File: src/rtl/bbfa_pkg.sv
`timescale 1ns / 1ps
package bbfa_pkg;
  localparam logic [31:0] P      = 32'd2013265921;
  localparam logic [31:0] MU     = 32'h88000001;
  localparam logic [30:0] ONE_M  = 31'd268435454;
  localparam logic [30:0] R2_M   = 31'd1172168163;
  localparam logic [30:0] HALF_E = 31'd1006632960;
  localparam logic [30:0] INV_E  = 31'd2013265919;
  localparam int unsigned QDEPTH = 2;

  typedef enum logic [2:0] {
    OP_ADD = 3'd0, OP_SUB = 3'd1, OP_MUL = 3'd2, OP_TOM = 3'd3,
    OP_FROMM = 3'd4, OP_INV = 3'd5, OP_POW = 3'd6, OP_SQT = 3'd7
  } op_t;

  typedef struct packed {
    logic        err;
    logic        is_pow;
    logic        sqt;
    logic [2:0]  mode;
    logic [30:0] a;
    logic [30:0] b;
    logic [30:0] e;
  } job_t;
endpackage

File: src/rtl/bbfa_front.sv
`timescale 1ns / 1ps
module bbfa_front #(
  parameter int unsigned QDEPTH = bbfa_pkg::QDEPTH
) (
  input  logic           clk,
  input  logic           rst_n,
  input  logic           in_tvalid,
  output logic           in_tready,
  input  logic [95:0]    in_tdata,
  output logic           job_valid,
  input  logic           job_ready,
  output bbfa_pkg::job_t job
);
  localparam int unsigned AW = (QDEPTH > 1) ? $clog2(QDEPTH) : 1;
  bbfa_pkg::job_t q_r [QDEPTH];
  logic [AW-1:0] wp_r, rp_r;
  logic [AW:0]   cnt_r;
  bbfa_pkg::job_t cls;
  logic [2:0]  md;
  logic [30:0] a, b, e;
  logic push, pop;

  assign md = in_tdata[2:0];
  assign a  = in_tdata[33:3];
  assign b  = in_tdata[64:34];
  assign e  = in_tdata[95:65];

  always_comb begin
    cls.mode   = md;
    cls.a      = a;
    cls.b      = b;
    cls.e      = (md == bbfa_pkg::OP_INV) ? bbfa_pkg::INV_E :
                 (md == bbfa_pkg::OP_SQT) ? bbfa_pkg::HALF_E : e;
    cls.is_pow = (md == bbfa_pkg::OP_INV) || (md == bbfa_pkg::OP_POW) ||
                 (md == bbfa_pkg::OP_SQT);
    cls.sqt    = (md == bbfa_pkg::OP_SQT);
    cls.err    = ({1'b0, a} >= bbfa_pkg::P) ||
                 ((md <= bbfa_pkg::OP_MUL) && ({1'b0, b} >= bbfa_pkg::P)) ||
                 ((md == bbfa_pkg::OP_INV) && (a == 31'd0));
  end

  assign in_tready = (cnt_r < (AW+1)'(QDEPTH));
  assign push      = in_tvalid && in_tready;
  assign job_valid = (cnt_r != '0);
  assign pop       = job_valid && job_ready;
  assign job       = q_r[rp_r];

  always_ff @(posedge clk) begin
    if (push) q_r[wp_r] <= cls;
    if (!rst_n) begin
      wp_r <= '0; rp_r <= '0; cnt_r <= '0;
    end else begin
      if (push) wp_r <= (wp_r == AW'(QDEPTH-1)) ? '0 : wp_r + 1'b1;
      if (pop)  rp_r <= (rp_r == AW'(QDEPTH-1)) ? '0 : rp_r + 1'b1;
      cnt_r <= cnt_r + (AW+1)'(push) - (AW+1)'(pop);
    end
  end
endmodule

File: src/rtl/bbfa_mmul.sv
`timescale 1ns / 1ps
module bbfa_mmul (
  input  logic        clk,
  input  logic        start,
  input  logic [31:0] x,
  input  logic [31:0] y,
  output logic [30:0] z,
  output logic        done
);
  logic [63:0] prod_r;
  logic [31:0] t_r;
  logic [63:0] prod2_r;
  logic [63:0] u_r;
  logic [63:0] d;
  logic [31:0] hi;
  logic s1_r, s2_r, s3_r;

  always_ff @(posedge clk) begin
    s1_r    <= start;
    s2_r    <= s1_r;
    s3_r    <= s2_r;
    prod_r  <= 64'(x) * 64'(y);
    t_r     <= 32'(prod_r[31:0] * bbfa_pkg::MU);
    prod2_r <= prod_r;
    u_r     <= 64'(t_r) * 64'(bbfa_pkg::P);
  end

  assign d    = prod2_r - u_r;
  assign hi   = (prod2_r < u_r) ? d[63:32] + bbfa_pkg::P : d[63:32];
  assign z    = hi[30:0];
  assign done = s3_r;
endmodule

File: src/rtl/bbfa_back.sv
`timescale 1ns / 1ps
module bbfa_back (
  input  logic           clk,
  input  logic           rst_n,
  input  logic           job_valid,
  output logic           job_ready,
  input  bbfa_pkg::job_t job,
  output logic           out_tvalid,
  input  logic           out_tready,
  output logic [39:0]    out_tdata
);
  typedef enum logic [2:0] {S_IDLE, S_MUL, S_PMUL, S_PSQ, S_DONE} st_t;
  st_t st_r;
  logic [30:0] acc_r, sq_r, e_r, res_r;
  logic sqt_r, resid_r, err_r, ov_r, stb_r;
  logic [31:0] mx_r, my_r;
  logic [30:0] mz;
  logic mdone;
  logic [31:0] sum, dif;

  bbfa_mmul u_mul (.clk(clk), .start(stb_r), .x(mx_r), .y(my_r), .z(mz), .done(mdone));

  assign job_ready = (st_r == S_IDLE) && !ov_r;
  assign sum = {1'b0, job.a} + {1'b0, job.b};
  assign dif = {1'b0, job.a} - {1'b0, job.b};
  assign out_tvalid = ov_r;
  assign out_tdata = {7'd0, err_r, resid_r, res_r};

  always_ff @(posedge clk) begin
    stb_r <= 1'b0;
    if (!rst_n) begin
      st_r <= S_IDLE; ov_r <= 1'b0;
    end else begin
      if (ov_r && out_tready) ov_r <= 1'b0;
      case (st_r)
        S_IDLE: begin
          if (job_valid && !ov_r) begin
            err_r <= job.err; resid_r <= 1'b0; sqt_r <= job.sqt;
            if (job.err) begin
              res_r <= '0; ov_r <= 1'b1;
            end else if (job.is_pow) begin
              acc_r <= bbfa_pkg::ONE_M; sq_r <= job.a; e_r <= job.e;
              if (job.e == '0) begin
                res_r <= bbfa_pkg::ONE_M; resid_r <= job.sqt; ov_r <= 1'b1;
              end else if (job.e[0]) begin
                mx_r <= {1'b0, bbfa_pkg::ONE_M}; my_r <= {1'b0, job.a};
                stb_r <= 1'b1; st_r <= S_PMUL;
              end else begin
                mx_r <= {1'b0, job.a}; my_r <= {1'b0, job.a};
                stb_r <= 1'b1; st_r <= S_PSQ;
              end
            end else begin
              case (job.mode)
                bbfa_pkg::OP_ADD: begin
                  res_r <= (sum >= bbfa_pkg::P) ? 31'(sum - bbfa_pkg::P) : sum[30:0];
                  ov_r <= 1'b1;
                end
                bbfa_pkg::OP_SUB: begin
                  res_r <= (job.a >= job.b) ? dif[30:0] : 31'(dif + bbfa_pkg::P);
                  ov_r <= 1'b1;
                end
                bbfa_pkg::OP_MUL: begin
                  mx_r <= {1'b0, job.a}; my_r <= {1'b0, job.b};
                  stb_r <= 1'b1; st_r <= S_MUL;
                end
                bbfa_pkg::OP_TOM: begin
                  mx_r <= {1'b0, job.a}; my_r <= {1'b0, bbfa_pkg::R2_M};
                  stb_r <= 1'b1; st_r <= S_MUL;
                end
                default: begin
                  mx_r <= {1'b0, job.a}; my_r <= 32'd1;
                  stb_r <= 1'b1; st_r <= S_MUL;
                end
              endcase
            end
          end
        end
        S_MUL: begin
          if (mdone) begin
            res_r <= mz; ov_r <= 1'b1; st_r <= S_IDLE;
          end
        end
        S_PMUL: begin
          if (mdone) begin
            acc_r <= mz;
            if (e_r[30:1] == '0) begin
              res_r <= mz; resid_r <= sqt_r && (mz == bbfa_pkg::ONE_M);
              ov_r <= 1'b1; st_r <= S_IDLE;
            end else begin
              mx_r <= {1'b0, sq_r}; my_r <= {1'b0, sq_r};
              stb_r <= 1'b1; st_r <= S_PSQ;
            end
          end
        end
        S_PSQ: begin
          if (mdone) begin
            sq_r <= mz; e_r <= e_r >> 1;
            if (e_r[1]) begin
              mx_r <= {1'b0, acc_r}; my_r <= {1'b0, mz};
              stb_r <= 1'b1; st_r <= S_PMUL;
            end else begin
              mx_r <= {1'b0, mz}; my_r <= {1'b0, mz};
              stb_r <= 1'b1; st_r <= S_PSQ;
            end
          end
        end
        default: st_r <= S_IDLE;
      endcase
    end
  end
endmodule

File: src/rtl/babybear_field_alu.sv
`timescale 1ns / 1ps
// channel | dir | tdata fields (low bit up)
// in_     | in  | mode[2:0], operand_a[33:3], operand_b[64:34], exponent[95:65]
// out_    | out | result[30:0], is_residue[31], error[32]
// add, sub and errors finish without the multiplier; mul and conversions take one Montgomery multiply.
// power runs a square-and-multiply loop of Montgomery multiplies, up to 61 multiplies;
// inverse and square test are powers with fixed exponents.
// A two-entry queue parts intake from the multiplier loop; rst_n is synchronous.
module babybear_field_alu #(
  parameter int unsigned QDEPTH = bbfa_pkg::QDEPTH
) (
  input  logic        clk,
  input  logic        rst_n,
  input  logic        in_tvalid,
  output logic        in_tready,
  input  logic [95:0] in_tdata,   // mode, operand_a, operand_b, exponent
  output logic        out_tvalid,
  input  logic        out_tready,
  output logic [39:0] out_tdata   // result, is_residue, error
);
  logic jv, jr;
  bbfa_pkg::job_t job;

  bbfa_front #(.QDEPTH(QDEPTH)) u_front (
    .clk(clk), .rst_n(rst_n), .in_tvalid(in_tvalid), .in_tready(in_tready),
    .in_tdata(in_tdata), .job_valid(jv), .job_ready(jr), .job(job));

  bbfa_back u_back (
    .clk(clk), .rst_n(rst_n), .job_valid(jv), .job_ready(jr), .job(job),
    .out_tvalid(out_tvalid), .out_tready(out_tready), .out_tdata(out_tdata));
endmodule

File: config.mk
export PLATFORM = sky130hd
export DESIGN_NAME = babybear_field_alu
export DESIGN_NICKNAME = d
export VERILOG_FILES = /design/src/rtl/bbfa_pkg.sv /design/src/rtl/bbfa_front.sv /design/src/rtl/bbfa_mmul.sv /design/src/rtl/bbfa_back.sv /design/src/rtl/babybear_field_alu.sv
export SDC_FILE = /design/constraint.sdc
export NUM_CORES = 2
export LEC_CHECK = 0
export BUFFER_PORTS_ARGS = -buffer_cell sky130_fd_sc_hd__buf_2
export CORE_ASPECT_RATIO = 1.25
export CORE_UTILIZATION = 35
export DETAILED_ROUTE_END_ITERATION = 8
export PLACE_DENSITY = 0.46
export SLEW_MARGIN = 20
export SYNTH_ARGS = -nofsm -noshare
export SYNTH_HDL_FRONTEND = slang
export SYNTH_HIERARCHICAL = 1
export SYNTH_SLANG_ARGS = --single-unit
export TNS_END_PERCENT = 20
File: constraint.sdc
create_clock -name clk -period 10.5 [get_ports clk]
set_input_delay 0.525 -clock clk [delete_from_list [all_inputs] [get_ports clk]]
set_output_delay 0.525 -clock clk [all_outputs]
set_load 0.01 [all_outputs]
==> metrics <==
slowest CP cell edfxtp_1; Slew Viols, Final 0; DR iter-0 viols 2,957; MaxCap Viol Count 0; Syn Inst Count 7,177; Util after Layout 0.3819; Area Overhead vs Synth 8.419%; Yosys reg bits 594; H-tree depth 3; Post-synth EDFFs 386; largest net degree at the start of global routing 65; synthesized area per cell 9.765 sq um; GRT Residual Overflow 0; most frequent cells in the layout inv_1 (1,058), fa_1 (959), nand2_1 (720); clock buffer depth 3; total number of vias 50,805; Final min period 8.898 ns; Layout Nets 8,854; Worst-Margin Slew 1.266 ns; CP Data Arrival Time 9.41 ns; Remaining DRCs 0; Post-DRT Antenna Nets 0; CP startpoint kind register; Largest delay share family, worst path adder cells; CTS root buf clkbuf_16; Overall Global Routing Usage 0.2309; Top cell by count, worst path fa_1; # Post-CTS Setup Buffers 0; Post-Syn Area 70,080 sq um; clock latency on the worst-skew pair 0.69 ns; vias per cell 5.186; core region area 199,000 sq um; 1st-pass router iterations 6; PnR worst setup slack 1.602 ns; sequential element share of the synthesized area 0.2248; Achievable Freq 112.4 MHz; RSZ-0062 raised after global routing no; CP Capture Type register; initial antenna violation count 5; die width 402.2 um; Sink Count 594; relative slew slack 0.1496; GP Congestion 0.9410; Bufs and invs on worst path 5; Num CTS Buffers 67; post-route clock period utilization 0.8475; Clock Pin Slew Worst Setup and Hold Paths 0.06 ns; CP Class register to register; WL final 231,300 um; Yosys warning count 6; Post-DP HPWL 190,800 um; worst clock skew 0.05334 ns; Gates resized, CTS repair 0; Multi-input gate area 49,060 sq um; Starting Density 0.3522; wire per inst 23.60 um; IO Count 142; pre-CTS WS 1.663 ns; Req. time, crit path 11.02 ns; Setup TNS 0 ns; # setup viols final 0; ys flop type edfxtp_1; port bufs 134; Rows 183; final hold viol count 0; Distinct cells, synth 111; first-pass GRT wire length 348,900 um; status completed; Die Y 502.3 um; share of layout cells above drive strength 1 0.08538; most common cell after layout, fill and taps aside inv_1; critical-path maximum fanout 20; Filler cells 20,005; type of the worst min-delay path input pin to register; CTS tree yes; flop-to-flop setup slack 1.60 ns; post-synthesis async set-or-reset flop share 0; die area 202,000 sq um; CTS Hold Bufs 0; Seq. cell area 15,760 sq um; Largest stage delay, worst path 0.91 ns; vias in the first global route 54,428
## path summary, 6_finish.rpt
check                                        from                                to  depth (start not counted)
setup reg to reg        u_back/mx_r[19]$_DFFE_PP_   u_back/u_mul/prod_r[57]$_DFF_P_                         25
hold / removal                       in_tdata[28]      u_front/q_r[1][87]$_DFFE_PP_                          1
setup / recovery        u_back/mx_r[19]$_DFFE_PP_   u_back/u_mul/prod_r[57]$_DFF_P_                         25
hold reg to reg   u_back/u_mul/prod_r[54]$_DFF_P_  u_back/u_mul/prod2_r[54]$_DFF_P_                          0
## registers in the layout, indices dropped and copies added (netlist names), named ones only
name / count
u_back/u_mul/done: 1
u_back/sq_r: 31
u_back/my_r: 31
u_back/u_mul/u_r: 63
u_back/out_tvalid: 1
u_back/res_r: 31
u_back/resid_r: 1
u_back/e_r: 30
u_back/u_mul/t_r: 5
u_back/sqt_r: 1
u_front/wp_r: 1
u_back/u_mul/prod2_r: 64
u_back/u_mul/s2_r: 1
u_back/u_mul/prod_r: 64
u_front/q_r: 198
u_back/err_r: 1
u_front/cnt_r: 2
u_back/u_mul/s1_r: 1
u_front/rp_r: 1
u_back/st_r: 2
u_back/acc_r: 31
u_back/mx_r: 31
u_back/stb_r: 1
## per-layer routing
| metal | global-route usage | part of all wire | vias up |
|---|---|---|---|
| met4 | 0.1054 | 0.051 | 0 |
| li1 | - | - | 23427 |
| met2 | 0.4281 | 0.53 | 1053 |
| met5 | 0 | 0 | - |
| met1 | 0.2676 | 0.39 | 25993 |
| met3 | 0.02058 | 0.029 | 332 |
## logic make-up (layout without fill, tap and decap cells)
kind of cell / count (synthesis) / after routing / share of synthesized area
mux: 174 / 174 / 0.02776
xor+xnor: 247 / 247 / 0.03087
compound gates: 929 / 929 / 0.08716
buf+inv: 1421 / 1431 / 0.07741
other cells: 1 / 21 / 0.00005351
fa+ha+maj: 1603 / 1603 / 0.3889
simple gates: 2208 / 2208 / 0.1630
flops: 594 / 594 / 0.2248
## cell usage after synthesis, drive strengths merged (54+ instances only)
cell / number / area share
o21ai: 200 / 0.014
a21o: 80 / 0.0086
mux2: 163 / 0.026
inv: 1060 / 0.057
o211ai: 64 / 0.0069
xor2: 65 / 0.0081
nand2: 720 / 0.039
xnor2: 182 / 0.023
and2: 632 / 0.056
nor2: 284 / 0.015
a21oi: 272 / 0.020
nor3: 94 / 0.0069
nand4: 64 / 0.0061
ha: 644 / 0.11
buf: 57 / 0.0044
nor4: 60 / 0.0067
nand3: 107 / 0.0076
nand2b: 54 / 0.0048
dfxtp: 208 / 0.059
fa: 959 / 0.27
clkbuf: 304 / 0.016
edfxtp: 386 / 0.17
## through the flow
step                      hold slack (ns)  instances  instance area [sq um]
after floorplan                    0.3096       7193                  70140
after global placement             0.3100       9666                  73550
after detailed placement           0.3121       9669                  73610
after CTS                         0.01761       9790                  75930
after global routing              0.04267       9793                  75980
final                             0.06284       9797                  75990
## area by class of cell
type,instances,area share
multi-input combinational,5178,0.6457
clock buffer,80,0.02450
antenna,4,0.0001317
tap,2590,0.04265
inverter,1060,0.05236
timing repair buffer,250,0.02121
clock inverter,41,0.006060
sequential,594,0.2074
## worst reg2reg max path, delay by kind of cell, from the launching register on
family                     cells  cell delay (ns)
adders and majority gates      9             4.41
AOI/OAI and AO/OA              5             1.59
buffers and inverters          5             0.59
and+or+nand+nor                5             1.03
muxes                          1             0.22
DFF                            1             0.91
Power is left out: the tool's default activity adds up to more than one toggle a clock period on the data nets, which glitch-free logic cannot reach.
